**src/hdl/lce_pkg.sv**
```systemverilog
// ----------------------------------------------------------------------------
// lce_pkg: shared types and constants for the LED chain frame buffer encoder
// Holds the command codes, the job record passed from front to back, the
// palette reset values and the serial bit encoding function.
// ----------------------------------------------------------------------------
`default_nettype none

package lce_pkg;

  localparam int NUM_PAL   = 7;
  localparam int CFG_IDX_W = 3;
  localparam int COLOR_W   = 24;
  localparam int CHAIN_AW  = 7;
  localparam int SEND_MAX  = 64;
  localparam int QDEPTH    = 2;

  // palette index that means off
  localparam logic [7:0] COLOR_OFF = 8'd7;

  // group codes
  localparam logic [2:0] GRP_A = 3'd0;
  localparam logic [2:0] GRP_B = 3'd1;
  localparam logic [2:0] GRP_C = 3'd2;
  localparam logic [2:0] GRP_D = 3'd3;

  // serial nibbles for a one bit and a zero bit
  localparam logic [3:0] NIB_ONE  = 4'hE;
  localparam logic [3:0] NIB_ZERO = 4'h8;

  // palette reset, packed green red blue
  localparam logic [COLOR_W-1:0] PAL_RESET [NUM_PAL] = '{
    24'h000600, 24'h020400, 24'h030300, 24'h060000,
    24'h040002, 24'h000006, 24'h000303
  };

  typedef enum logic [1:0] {
    ACT_SET  = 2'd0,
    ACT_FILL = 2'd1,
    ACT_SEND = 2'd2,
    ACT_NONE = 2'd3
  } act_t;

  typedef enum logic [1:0] {
    BK_IDLE,
    BK_FILL,
    BK_SEND
  } bk_state_t;

  // one classified command: optional write sweep, optional chain send
  typedef struct packed {
    logic                wr;
    logic                send;
    logic                chain;
    logic [CHAIN_AW-1:0] base;
    logic [CHAIN_AW-1:0] count;
    logic [COLOR_W-1:0]  color;
  } job_t;

  // two color bits per serial byte, msb first
  function automatic logic [31:0] enc_byte(input logic [7:0] b);
    logic [31:0] code;
    code = '0;
    for (int k = 0; k < 4; k++) begin
      code[31-8*k -: 4] = b[7-2*k] ? NIB_ONE : NIB_ZERO;
      code[27-8*k -: 4] = b[6-2*k] ? NIB_ONE : NIB_ZERO;
    end
    return code;
  endfunction

endpackage

`default_nettype wire

```
**src/hdl/lce_if.sv**
```systemverilog
// ----------------------------------------------------------------------------
// lce_if: channel interfaces of the LED chain frame buffer encoder
// Command channel, LED word channel and configuration write channel, each
// with valid, ready and payload.
// ----------------------------------------------------------------------------
`default_nettype none

interface lce_cmd_if;
  logic       valid;
  logic       ready;
  logic [1:0] action;
  logic [2:0] group;
  logic [5:0] position;
  logic [7:0] color_choice;
  logic       chain_select;

  modport source (output valid, action, group, position, color_choice, chain_select,
                  input ready);
  modport sink (input valid, action, group, position, color_choice, chain_select,
                output ready);
endinterface

interface lce_led_if;
  logic        valid;
  logic        ready;
  logic        chain_id;
  logic [5:0]  led_number;
  logic [31:0] green_code;
  logic [31:0] red_code;
  logic [31:0] blue_code;
  logic        last_led;

  modport source (output valid, chain_id, led_number, green_code, red_code, blue_code,
                  last_led, input ready);
  modport sink (input valid, chain_id, led_number, green_code, red_code, blue_code,
                last_led, output ready);
endinterface

interface lce_cfg_if;
  logic        valid;
  logic        ready;
  logic [2:0]  index;
  logic [23:0] data;

  modport source (output valid, index, data, input ready);
  modport sink (input valid, index, data, output ready);
endinterface

`default_nettype wire

```
**src/hdl/lce_front.sv**
```systemverilog
// ----------------------------------------------------------------------------
// lce_front: command intake and classification
// Holds the palette registers, resolves the color, checks group and position
// and turns each useful command into a job for the back end.
// ----------------------------------------------------------------------------
`default_nettype none

module lce_front #(
  parameter int GROUP_A_COUNT = 28,
  parameter int GROUP_B_COUNT = 7,
  parameter int GROUP_C_COUNT = 28,
  parameter int GROUP_D_COUNT = 26
) (
  input  wire logic        clk,
  input  wire logic        rst,
  lce_cmd_if.sink          cmd,
  lce_cfg_if.sink          cfg,
  input  wire logic        q_full,
  output logic             push,
  output lce_pkg::job_t    push_data
);

  logic [lce_pkg::COLOR_W-1:0]  palette [lce_pkg::NUM_PAL];
  logic [lce_pkg::COLOR_W-1:0]  color;
  logic [lce_pkg::CHAIN_AW-1:0] pos7;
  logic                         keep;

  // palette registers, ready once out of reset
  assign cfg.ready = !rst;

  always_ff @(posedge clk) begin
    if (rst) begin
      for (int i = 0; i < lce_pkg::NUM_PAL; i++) begin
        palette[i] <= lce_pkg::PAL_RESET[i];
      end
    end else if (cfg.valid && cfg.index < lce_pkg::CFG_IDX_W'(lce_pkg::NUM_PAL)) begin
      palette[cfg.index] <= cfg.data;
    end
  end

  // color lookup: off, palette entry, or red for anything above
  always_comb begin
    priority if (cmd.color_choice == lce_pkg::COLOR_OFF) begin
      color = '0;
    end else if (cmd.color_choice < lce_pkg::COLOR_OFF) begin
      color = palette[cmd.color_choice[2:0]];
    end else begin
      color = palette[0];
    end
  end

  // classify the command
  always_comb begin
    keep      = 1'b0;
    push_data = '0;
    push_data.color = color;
    pos7      = {1'b0, cmd.position};
    unique case (cmd.action)
      lce_pkg::ACT_SET: begin
        push_data.wr    = 1'b1;
        push_data.count = lce_pkg::CHAIN_AW'(1);
        priority if (cmd.group == lce_pkg::GRP_A
                     && pos7 < lce_pkg::CHAIN_AW'(GROUP_A_COUNT)) begin
          keep           = 1'b1;
          push_data.base = pos7;
        end else if (cmd.group == lce_pkg::GRP_B
                     && pos7 < lce_pkg::CHAIN_AW'(GROUP_B_COUNT)) begin
          keep           = 1'b1;
          push_data.base = lce_pkg::CHAIN_AW'(GROUP_A_COUNT) + pos7;
        end else if (cmd.group == lce_pkg::GRP_C
                     && pos7 < lce_pkg::CHAIN_AW'(GROUP_C_COUNT)) begin
          keep            = 1'b1;
          push_data.chain = 1'b1;
          push_data.base  = pos7;
        end else if (cmd.group == lce_pkg::GRP_D
                     && pos7 < lce_pkg::CHAIN_AW'(GROUP_D_COUNT)) begin
          keep            = 1'b1;
          push_data.chain = 1'b1;
          push_data.base  = lce_pkg::CHAIN_AW'(GROUP_C_COUNT) + pos7;
        end else begin
          keep = 1'b0;
        end
      end
      lce_pkg::ACT_FILL: begin
        push_data.wr   = 1'b1;
        push_data.send = 1'b1;
        priority if (cmd.group == lce_pkg::GRP_A) begin
          keep            = 1'b1;
          push_data.count = lce_pkg::CHAIN_AW'(GROUP_A_COUNT);
        end else if (cmd.group == lce_pkg::GRP_B) begin
          keep            = 1'b1;
          push_data.base  = lce_pkg::CHAIN_AW'(GROUP_A_COUNT);
          push_data.count = lce_pkg::CHAIN_AW'(GROUP_B_COUNT);
        end else if (cmd.group == lce_pkg::GRP_C) begin
          keep            = 1'b1;
          push_data.chain = 1'b1;
          push_data.count = lce_pkg::CHAIN_AW'(GROUP_C_COUNT);
        end else if (cmd.group == lce_pkg::GRP_D) begin
          keep            = 1'b1;
          push_data.chain = 1'b1;
          push_data.base  = lce_pkg::CHAIN_AW'(GROUP_C_COUNT);
          push_data.count = lce_pkg::CHAIN_AW'(GROUP_D_COUNT);
        end else begin
          keep = 1'b0;
        end
      end
      lce_pkg::ACT_SEND: begin
        keep            = 1'b1;
        push_data.send  = 1'b1;
        push_data.chain = cmd.chain_select;
      end
      default: begin
        keep = 1'b0;
      end
    endcase
  end

  // dropped commands are still taken, nothing is taken during reset
  assign cmd.ready = !q_full && !rst;
  assign push      = cmd.valid && !q_full && !rst && keep;

endmodule

`default_nettype wire

```
**src/hdl/lce_queue.sv**
```systemverilog
// ----------------------------------------------------------------------------
// lce_queue: short job queue between front and back
// Small FIFO of classified jobs so the front keeps taking commands while the
// back end sweeps or sends.
// ----------------------------------------------------------------------------
`default_nettype none

module lce_queue (
  input  wire logic           clk,
  input  wire logic           rst,
  input  wire logic           push,
  input  wire lce_pkg::job_t  push_data,
  output logic                full,
  output logic                q_valid,
  output lce_pkg::job_t       q_data,
  input  wire logic           pop
);

  localparam int PW = (lce_pkg::QDEPTH > 1) ? $clog2(lce_pkg::QDEPTH) : 1;
  localparam int CW = $clog2(lce_pkg::QDEPTH + 1);

  lce_pkg::job_t   entry [lce_pkg::QDEPTH];
  logic [PW-1:0]   wptr;
  logic [PW-1:0]   rptr;
  logic [CW-1:0]   fill;

  assign full    = (fill == CW'(lce_pkg::QDEPTH));
  assign q_valid = (fill != '0);
  assign q_data  = entry[rptr];

  // storage
  always_ff @(posedge clk) begin
    if (push) begin
      entry[wptr] <= push_data;
    end
  end

  // pointers and fill level
  always_ff @(posedge clk) begin
    if (rst) begin
      wptr <= '0;
      rptr <= '0;
      fill <= '0;
    end else begin
      if (push) begin
        wptr <= (wptr == PW'(lce_pkg::QDEPTH - 1)) ? '0 : wptr + PW'(1);
      end
      if (pop) begin
        rptr <= (rptr == PW'(lce_pkg::QDEPTH - 1)) ? '0 : rptr + PW'(1);
      end
      if (push && !pop) begin
        fill <= fill + CW'(1);
      end else if (pop && !push) begin
        fill <= fill - CW'(1);
      end
    end
  end

endmodule

`default_nettype wire

```
**src/hdl/lce_back.sv**
```systemverilog
// ----------------------------------------------------------------------------
// lce_back: frame store sweeper and chain sender
// Owns the two chain color memories; writes one LED per cycle for a set or
// fill; for a fill or send, reads and encodes one LED per unstalled cycle.
// ----------------------------------------------------------------------------
`default_nettype none

module lce_back #(
  parameter int GROUP_A_COUNT = 28,
  parameter int GROUP_B_COUNT = 7,
  parameter int GROUP_C_COUNT = 28,
  parameter int GROUP_D_COUNT = 26
) (
  input  wire logic           clk,
  input  wire logic           rst,
  input  wire logic           q_valid,
  input  wire lce_pkg::job_t  q_data,
  output logic                q_pop,
  lce_led_if.source           led
);

  localparam int FIRST_LEN   = GROUP_A_COUNT + GROUP_B_COUNT;
  localparam int SECOND_LEN  = GROUP_C_COUNT + GROUP_D_COUNT;
  localparam int F_AW        = $clog2(FIRST_LEN);
  localparam int S_AW        = $clog2(SECOND_LEN);
  localparam int FIRST_SEND  = (FIRST_LEN > lce_pkg::SEND_MAX) ? lce_pkg::SEND_MAX : FIRST_LEN;
  localparam int SECOND_SEND = (SECOND_LEN > lce_pkg::SEND_MAX) ? lce_pkg::SEND_MAX
                                                                 : SECOND_LEN;
  localparam int AW          = lce_pkg::CHAIN_AW;

  lce_pkg::bk_state_t          state;
  lce_pkg::bk_state_t          state_next;
  lce_pkg::job_t               job;
  logic [AW-1:0]               cnt;
  logic [AW-1:0]               wr_addr;
  logic [AW-1:0]               send_len;
  logic                        fill_done;
  logic                        send_done;
  logic                        issue;
  logic                        we;

  logic [lce_pkg::COLOR_W-1:0] mem_a [FIRST_LEN];
  logic [lce_pkg::COLOR_W-1:0] mem_b [SECOND_LEN];
  logic [FIRST_LEN-1:0]        vld_a;
  logic [SECOND_LEN-1:0]       vld_b;
  logic [lce_pkg::COLOR_W-1:0] rd_a;
  logic [lce_pkg::COLOR_W-1:0] rd_b;
  logic                        rd_vld;
  logic                        out_valid;
  logic                        out_chain;
  logic [5:0]                  out_num;
  logic                        out_last;
  logic [lce_pkg::COLOR_W-1:0] color_out;

  assign wr_addr   = job.base + cnt;
  assign send_len  = job.chain ? AW'(SECOND_SEND) : AW'(FIRST_SEND);
  assign fill_done = (cnt == job.count - AW'(1));
  assign send_done = (cnt == send_len - AW'(1));
  assign issue     = (state == lce_pkg::BK_SEND) && (!out_valid || led.ready);

  // state register
  always_ff @(posedge clk) begin
    if (rst) begin
      state <= lce_pkg::BK_IDLE;
    end else begin
      state <= state_next;
    end
  end

  // next state and controls
  always_comb begin
    state_next = state;
    q_pop      = 1'b0;
    we         = 1'b0;
    unique case (state)
      lce_pkg::BK_IDLE: begin
        q_pop = q_valid;
        if (q_valid) begin
          state_next = q_data.wr ? lce_pkg::BK_FILL : lce_pkg::BK_SEND;
        end
      end
      lce_pkg::BK_FILL: begin
        we = 1'b1;
        if (fill_done) begin
          state_next = job.send ? lce_pkg::BK_SEND : lce_pkg::BK_IDLE;
        end
      end
      lce_pkg::BK_SEND: begin
        if (issue && send_done) begin
          state_next = lce_pkg::BK_IDLE;
        end
      end
      default: begin
        state_next = lce_pkg::BK_IDLE;
      end
    endcase
  end

  // job and LED counter
  always_ff @(posedge clk) begin
    if (q_pop) begin
      job <= q_data;
    end
    if (q_pop) begin
      cnt <= '0;
    end else if (we) begin
      cnt <= fill_done ? '0 : cnt + AW'(1);
    end else if (issue) begin
      cnt <= cnt + AW'(1);
    end
  end

  // written flags, cleared by reset
  always_ff @(posedge clk) begin
    if (rst) begin
      vld_a <= '0;
      vld_b <= '0;
    end else if (we) begin
      if (job.chain) begin
        vld_b[wr_addr[S_AW-1:0]] <= 1'b1;
      end else begin
        vld_a[wr_addr[F_AW-1:0]] <= 1'b1;
      end
    end
  end

  // first chain memory
  always_ff @(posedge clk) begin
    if (we && !job.chain) begin
      mem_a[wr_addr[F_AW-1:0]] <= job.color;
    end
    if (issue && !job.chain) begin
      rd_a <= mem_a[cnt[F_AW-1:0]];
    end
  end

  // second chain memory
  always_ff @(posedge clk) begin
    if (we && job.chain) begin
      mem_b[wr_addr[S_AW-1:0]] <= job.color;
    end
    if (issue && job.chain) begin
      rd_b <= mem_b[cnt[S_AW-1:0]];
    end
  end

  // output register, loads while empty or being drained
  always_ff @(posedge clk) begin
    if (issue) begin
      rd_vld    <= job.chain ? vld_b[cnt[S_AW-1:0]] : vld_a[cnt[F_AW-1:0]];
      out_chain <= job.chain;
      out_num   <= cnt[5:0];
      out_last  <= send_done;
    end
  end

  always_ff @(posedge clk) begin
    if (rst) begin
      out_valid <= 1'b0;
    end else if (issue) begin
      out_valid <= 1'b1;
    end else if (led.ready) begin
      out_valid <= 1'b0;
    end
  end

  // encode the held color
  assign color_out      = !rd_vld ? '0 : (out_chain ? rd_b : rd_a);
  assign led.valid      = out_valid;
  assign led.chain_id   = out_chain;
  assign led.led_number = out_num;
  assign led.last_led   = out_last;
  assign led.green_code = lce_pkg::enc_byte(color_out[23:16]);
  assign led.red_code   = lce_pkg::enc_byte(color_out[15:8]);
  assign led.blue_code  = lce_pkg::enc_byte(color_out[7:0]);

  // checks
  a_last_position: assert property (@(posedge clk) disable iff (rst)
    led.valid && led.last_led |->
      led.led_number == (led.chain_id ? 6'(SECOND_SEND - 1) : 6'(FIRST_SEND - 1)))
    else $error("last LED flag on wrong position");

  a_fill_in_range: assert property (@(posedge clk) disable iff (rst)
    state == lce_pkg::BK_FILL |-> cnt < job.count)
    else $error("fill sweep ran past group");

  a_send_in_range: assert property (@(posedge clk) disable iff (rst)
    state == lce_pkg::BK_SEND |-> cnt < send_len)
    else $error("send counter ran past chain");

  a_send_ends: assert property (@(posedge clk) disable iff (rst)
    issue && send_done |=> state == lce_pkg::BK_IDLE && out_valid && led.last_led)
    else $error("send did not finish on last LED");

endmodule

`default_nettype wire

```
**src/hdl/led_chain_frame_buffer_encoder.sv**
```systemverilog
// ----------------------------------------------------------------------------
// led_chain_frame_buffer_encoder: two-chain RGB LED frame store and encoder
// Accepts commands on cmd, writes palette entries through cfg and emits one
// encoded LED word per LED on led when a chain is sent.
//
// cmd: set one LED, fill a group and send its chain, or send a chain. Commands
//   with a bad group or position, and the unused action, are taken and dropped.
// cfg: palette writes, ready out of reset; indexes past the palette are ignored.
// led: one item per LED in chain order, last_led on the final one.
// Back end: it takes each job from the queue while idle. A set then writes
//   its one LED and goes back to idle; a fill writes every LED of the group
//   before sending. A send puts out one LED per cycle while led is ready, up
//   to 64 LEDs of a chain, each word held in an output register. The rate is
//   set by the single read port of each chain memory.
// A two-entry job queue between the command front and the back end lets
//   commands be taken while a send is still running.
// Reset clears the written flags of both chain memories at once, so every
//   LED reads as off, and restores the palette defaults; cmd and cfg are not
//   ready during reset.
// A stalled led receiver holds the current word; the back end pauses and
//   the queue then fills until cmd.ready drops.
// ----------------------------------------------------------------------------
`default_nettype none

module led_chain_frame_buffer_encoder #(
  parameter int GROUP_A_COUNT = 28,
  parameter int GROUP_B_COUNT = 7,
  parameter int GROUP_C_COUNT = 28,
  parameter int GROUP_D_COUNT = 26
) (
  input  wire logic clk,
  input  wire logic rst,
  lce_cmd_if.sink   cmd,
  lce_cfg_if.sink   cfg,
  lce_led_if.source led
);

  logic          push;
  logic          full;
  logic          q_valid;
  logic          q_pop;
  lce_pkg::job_t push_data;
  lce_pkg::job_t q_data;

  // command intake
  lce_front #(
    .GROUP_A_COUNT(GROUP_A_COUNT),
    .GROUP_B_COUNT(GROUP_B_COUNT),
    .GROUP_C_COUNT(GROUP_C_COUNT),
    .GROUP_D_COUNT(GROUP_D_COUNT)
  ) u_front (
    .clk       (clk),
    .rst       (rst),
    .cmd       (cmd),
    .cfg       (cfg),
    .q_full    (full),
    .push      (push),
    .push_data (push_data)
  );

  // job queue
  lce_queue u_queue (
    .clk       (clk),
    .rst       (rst),
    .push      (push),
    .push_data (push_data),
    .full      (full),
    .q_valid   (q_valid),
    .q_data    (q_data),
    .pop       (q_pop)
  );

  // frame store and sender
  lce_back #(
    .GROUP_A_COUNT(GROUP_A_COUNT),
    .GROUP_B_COUNT(GROUP_B_COUNT),
    .GROUP_C_COUNT(GROUP_C_COUNT),
    .GROUP_D_COUNT(GROUP_D_COUNT)
  ) u_back (
    .clk     (clk),
    .rst     (rst),
    .q_valid (q_valid),
    .q_data  (q_data),
    .q_pop   (q_pop),
    .led     (led)
  );

endmodule

`default_nettype wire

```
**src/flat_wrapper.sv**
```systemverilog
// flat-port wrapper written by rule: the top's interface ports become plain ports
module led_chain_frame_buffer_encoder_flat 
#(
  parameter int GROUP_A_COUNT = 28,
  parameter int GROUP_B_COUNT = 7,
  parameter int GROUP_C_COUNT = 28,
  parameter int GROUP_D_COUNT = 26
)
  (clk, rst, cmd_valid, cmd_action, cmd_group, cmd_position, cmd_color_choice, cmd_chain_select, cmd_ready, cfg_valid, cfg_index, cfg_data, cfg_ready, led_valid, led_chain_id, led_led_number, led_green_code, led_red_code, led_blue_code, led_last_led, led_ready);
  lce_cmd_if cmd_i ();
  lce_cfg_if cfg_i ();
  lce_led_if led_i ();
  input  wire logic clk;
  input  wire logic rst;
  input wire logic [$bits(cmd_i.valid)-1:0] cmd_valid;
  input wire logic [$bits(cmd_i.action)-1:0] cmd_action;
  input wire logic [$bits(cmd_i.group)-1:0] cmd_group;
  input wire logic [$bits(cmd_i.position)-1:0] cmd_position;
  input wire logic [$bits(cmd_i.color_choice)-1:0] cmd_color_choice;
  input wire logic [$bits(cmd_i.chain_select)-1:0] cmd_chain_select;
  output wire logic [$bits(cmd_i.ready)-1:0] cmd_ready;
  input wire logic [$bits(cfg_i.valid)-1:0] cfg_valid;
  input wire logic [$bits(cfg_i.index)-1:0] cfg_index;
  input wire logic [$bits(cfg_i.data)-1:0] cfg_data;
  output wire logic [$bits(cfg_i.ready)-1:0] cfg_ready;
  output wire logic [$bits(led_i.valid)-1:0] led_valid;
  output wire logic [$bits(led_i.chain_id)-1:0] led_chain_id;
  output wire logic [$bits(led_i.led_number)-1:0] led_led_number;
  output wire logic [$bits(led_i.green_code)-1:0] led_green_code;
  output wire logic [$bits(led_i.red_code)-1:0] led_red_code;
  output wire logic [$bits(led_i.blue_code)-1:0] led_blue_code;
  output wire logic [$bits(led_i.last_led)-1:0] led_last_led;
  input wire logic [$bits(led_i.ready)-1:0] led_ready;
  assign cmd_i.valid = cmd_valid;
  assign cmd_i.action = cmd_action;
  assign cmd_i.group = cmd_group;
  assign cmd_i.position = cmd_position;
  assign cmd_i.color_choice = cmd_color_choice;
  assign cmd_i.chain_select = cmd_chain_select;
  assign cmd_ready = cmd_i.ready;
  assign cfg_i.valid = cfg_valid;
  assign cfg_i.index = cfg_index;
  assign cfg_i.data = cfg_data;
  assign cfg_ready = cfg_i.ready;
  assign led_valid = led_i.valid;
  assign led_chain_id = led_i.chain_id;
  assign led_led_number = led_i.led_number;
  assign led_green_code = led_i.green_code;
  assign led_red_code = led_i.red_code;
  assign led_blue_code = led_i.blue_code;
  assign led_last_led = led_i.last_led;
  assign led_i.ready = led_ready;
  led_chain_frame_buffer_encoder #(.GROUP_A_COUNT(GROUP_A_COUNT), .GROUP_B_COUNT(GROUP_B_COUNT), .GROUP_C_COUNT(GROUP_C_COUNT), .GROUP_D_COUNT(GROUP_D_COUNT)) u_core (.clk(clk), .rst(rst), .cmd(cmd_i), .cfg(cfg_i), .led(led_i));
endmodule
```
**config.mk**
```make
export PLATFORM = sky130hd
export DESIGN_NAME = led_chain_frame_buffer_encoder_flat
export DESIGN_NICKNAME = d
export VERILOG_FILES = /design/src/hdl/lce_pkg.sv /design/src/hdl/lce_if.sv /design/src/hdl/lce_front.sv /design/src/hdl/lce_queue.sv /design/src/hdl/lce_back.sv /design/src/hdl/led_chain_frame_buffer_encoder.sv /design/src/flat_wrapper.sv
export SDC_FILE = /design/constraint.sdc
export NUM_CORES = 2
export LEC_CHECK = 0
export BUFFER_PORTS_ARGS = -buffer_cell sky130_fd_sc_hd__clkbuf_2
export CAP_MARGIN = 20
export CELL_PAD_IN_SITES_DETAIL_PLACEMENT = 0
export CELL_PAD_IN_SITES_GLOBAL_PLACEMENT = 1
export CORE_AREA = 3 3 641 643
export DETAILED_ROUTE_END_ITERATION = 10
export DIE_AREA = 0 0 644 646
export PLACE_DENSITY = 0.39
export SETUP_SLACK_MARGIN = 0.05
export SLEW_MARGIN = 20
export SYNTH_ARGS = -nofsm -noshare
export SYNTH_HDL_FRONTEND = slang
export SYNTH_SLANG_ARGS = --single-unit
```
**constraint.sdc**
```tcl
create_clock -name clk -period 4.5 [get_ports clk]
set_clock_uncertainty 0.1 [all_clocks]
set_input_delay 0.9 -clock clk [delete_from_list [all_inputs] [get_ports clk]]
set_output_delay 0.9 -clock clk [all_outputs]
set_load 0.05 [all_outputs]
```
==> out/results.tsv <==
metric	value	unit
M1 GR Usage	20.2	%
Starting Density	25.0	%
initial DRC count	4047	
Core Rows	234	
largest cells by area after synthesis	edfxtp_1 73%, mux4_2 15%, dfxtp_1 2.5%	
Hold Vio Cnt, Final	0	
Port Buffer Count	110	
Tmin final	3.95	ns
total power	66800	uW
area delta synth->final	18.4	%
largest area contributor in the netlist	edfxtp_1	
die width	644	microns
CP max stage delay	0.56	ns
# IOs	159	
Seq/Total Area, Yosys	75.7	%
antenna violations before repair	15	
Vias	48800	
max_cap viols	0	
P_leak	0.0369	uW
drt pass-1 iters	5	
Post-synth EDFFs	2471	
met2 Use GR	23.6	%
largest net degree at the start of global routing	102	
crit-path max FO	43	
Setup CP Type	flip-flop to flip-flop	
yosys warns	0	
dpl hpwl	173000	microns
layout cells sized above 1	29.4	%
drt wl/cell	27.8	microns
Peak supply drop	814	uV
syn avg cell area	20.9	sq um
Top cell by count, worst path	buf_4	
sequential cell area	0.0768	sq mm
Unique masters post-synth	57	
synthesis-stage register bit count	2599	
Top Usage Layer GRT	met2	
die area	0.416	sq mm
CP required	4.91	ns
Setup violations, final	0	
share of the synthesized area in the top cell type	73.1	%
Cell Area, Synth	0.101	sq mm
most common cell in the netlist	edfxtp_1	
ys flop type	edfxtp_1	
residual DRC count	0	
remaining antenna violation count	0	
CP max stage cell	a21oi_1	
Fmax achieved	0.253	GHz
Pwr Density	556	mW/mm^2
Vias/cell	4.46	
area of the multi-input gates	0.0238	sq mm
Core ar.	0.406	sq mm
TritonCTS clock tree	done	
worst min-delay path class	primary input to flip-flop	
status	complete, no violations	
Reg clk slew, reported paths	0.06	ns
Commonest cells post-synth	2471 x edfxtp_1, 690 x mux4_2, 262 x nor2_1	
H-tree levels	5	
crit end category	flip-flop	
number of global-route vias before repair	51500	
grt total ovfl	0	
RSZ-0062 raised after global routing	false	
WHS	0.217	ns
Synth async-reset ratio	0	%
GPL Wtd Cong	0.713	
Arr. time, crit path	4.36	ns
nets@finish	5320	
die height	646	microns
crit-path cells	ha_1, fa_1, a21o_1, a21oi_1, xor2_4, buf_4, nor4_2, buf_4	
root buf cell	clkbuf_16	
Startpoint Class	flip-flop	
actual slew at the worst max-slew pin	1.07	ns
Post-CTS Resized	0	
Slew Limit Fails	0	
fin crit share	87.8	%
Global Route Usage Sum	14.4	%
first-pass GRT wire length	424000	microns
CTS Buffer Depth	4	
CTS Hold Bufs	0	
Synth Instances	4846	
worst skew pair latency	0.87	ns
CTS sink cnt	2599	
total routed wirelength	304000	microns
number of CTS-inserted buffers	304	
# Post-CTS Setup Buffers	0	
fillers	39700	
GRT met3 Usage	1.90	%
Slew HR	28.6	%
## sequential cells by signal, summed over array words and instances (netlist names), 2 cells and up, named ones only
name,cells
u_core.u_queue.entry,74
u_core.u_back.led.led_number,6
u_core.u_back.vld_b,54
u_core.u_back.state,2
u_core.u_back.vld_a,35
u_core.u_back.job,36
u_core.u_front.palette,192
u_core.u_back.mem_a,840
u_core.u_queue.fill,2
u_core.u_back.rd_b,24
u_core.u_back.rd_a,24
u_core.u_back.mem_b,1296
u_core.u_back.cnt,7
## cells by family (layout without fill, tap and decap cells)
logic type               Yosys count  after routing  share of synthesized area [%]
adder cells (fa/ha/maj)           17             17                          0.217
AO/OA/AOI/OAI                    317            317                           2.11
flip-flops                      2599           2599                           75.7
multiplexers                     880            880                           17.2
AND/OR/NAND/NOR                  620            620                           2.69
XOR/XNOR                          19             19                          0.164
buffers and inverters            392            968                           1.90
other                              2             91                        0.00740
## placed cells by master, fill, tap and decap left out, types with 72 or more instances in the layout
cell       count
edfxtp_1    2471
nand2_1      185
nor2_1       202
dfxtp_1      122
clkbuf_16    311
clkbuf_2     108
mux4_2       690
buf_4        209
clkbuf_1      94
conb_1        72
o21ai_0      106
mux2i_1      151
## worst max-delay path, delay by kind of cell (launching register included)
family	cells	cell delay, ns
AO/OA/AOI/OAI	2	0.75
XOR/XNOR	1	0.32
adder cells (fa/ha/maj)	2	0.68
buffers and inverters	2	0.88
flip-flops	1	0.42
AND/OR/NAND/NOR	1	0.37
## layer usage
metal | part of all wire, % | vias up | wire, microns
li1 | - | 20800 | -
met1 | 45 | 26600 | 138000
met2 | 48 | 1052 | 146000
met3 | 4.3 | 362 | 13100
met4 | 2.2 | 2 | 6640
met5 | 0.0043 | - | 13
## path summary, 6_finish.rpt
path | start | to | slack, ns | cells past startpoint
setup / recovery | u_core.u_back.cnt[0] | u_core.u_back.mem_a[20][2] | 0.55 | 8
hold / removal | cfg_data[1] | u_core.u_front.palette[4][1] | 0.22 | 2
setup reg to reg | u_core.u_back.cnt[0] | u_core.u_back.mem_a[20][2] | 0.55 | 8
hold reg to reg | u_core.u_front.palette[6][0] | u_core.u_front.palette[6][0] | 0.36 | 1
## final cells by class
cell class	instances	share of cell area, %
antenna	19	0.0396
sequential	2599	63.9
multi-input combinational	1925	19.8
timing repair buffer	377	2.73
clock inverter	139	0.886
inverter	44	0.142
clock buffer	408	6.81
tap	5428	5.65
## power breakdown
group	total [uW]	leakage, uW	switching [uW]	internal [uW]
clock	23300	0.00449	9920	13400
sequential	29300	0.0234	395	29000
combinational	14200	0.00901	9250	4960
## per-stage QoR
stage,setup WS [ns],cells,utilization [%],TNS (ns),cell area (sq um)
5_1_grt,0.375,10900,29.6,0,120000
3_5_place_dp,0.579,10400,27.3,0,111000
3_3_place_gp,0.526,10400,27.3,0,111000
6_report,0.550,10900,29.6,0,120000
2_1_floorplan,-0.389,4916,-,-154.04,102000
4_1_cts,0.267,10900,29.6,0,120000
Note: power is estimated with default switching activity, not from simulation.
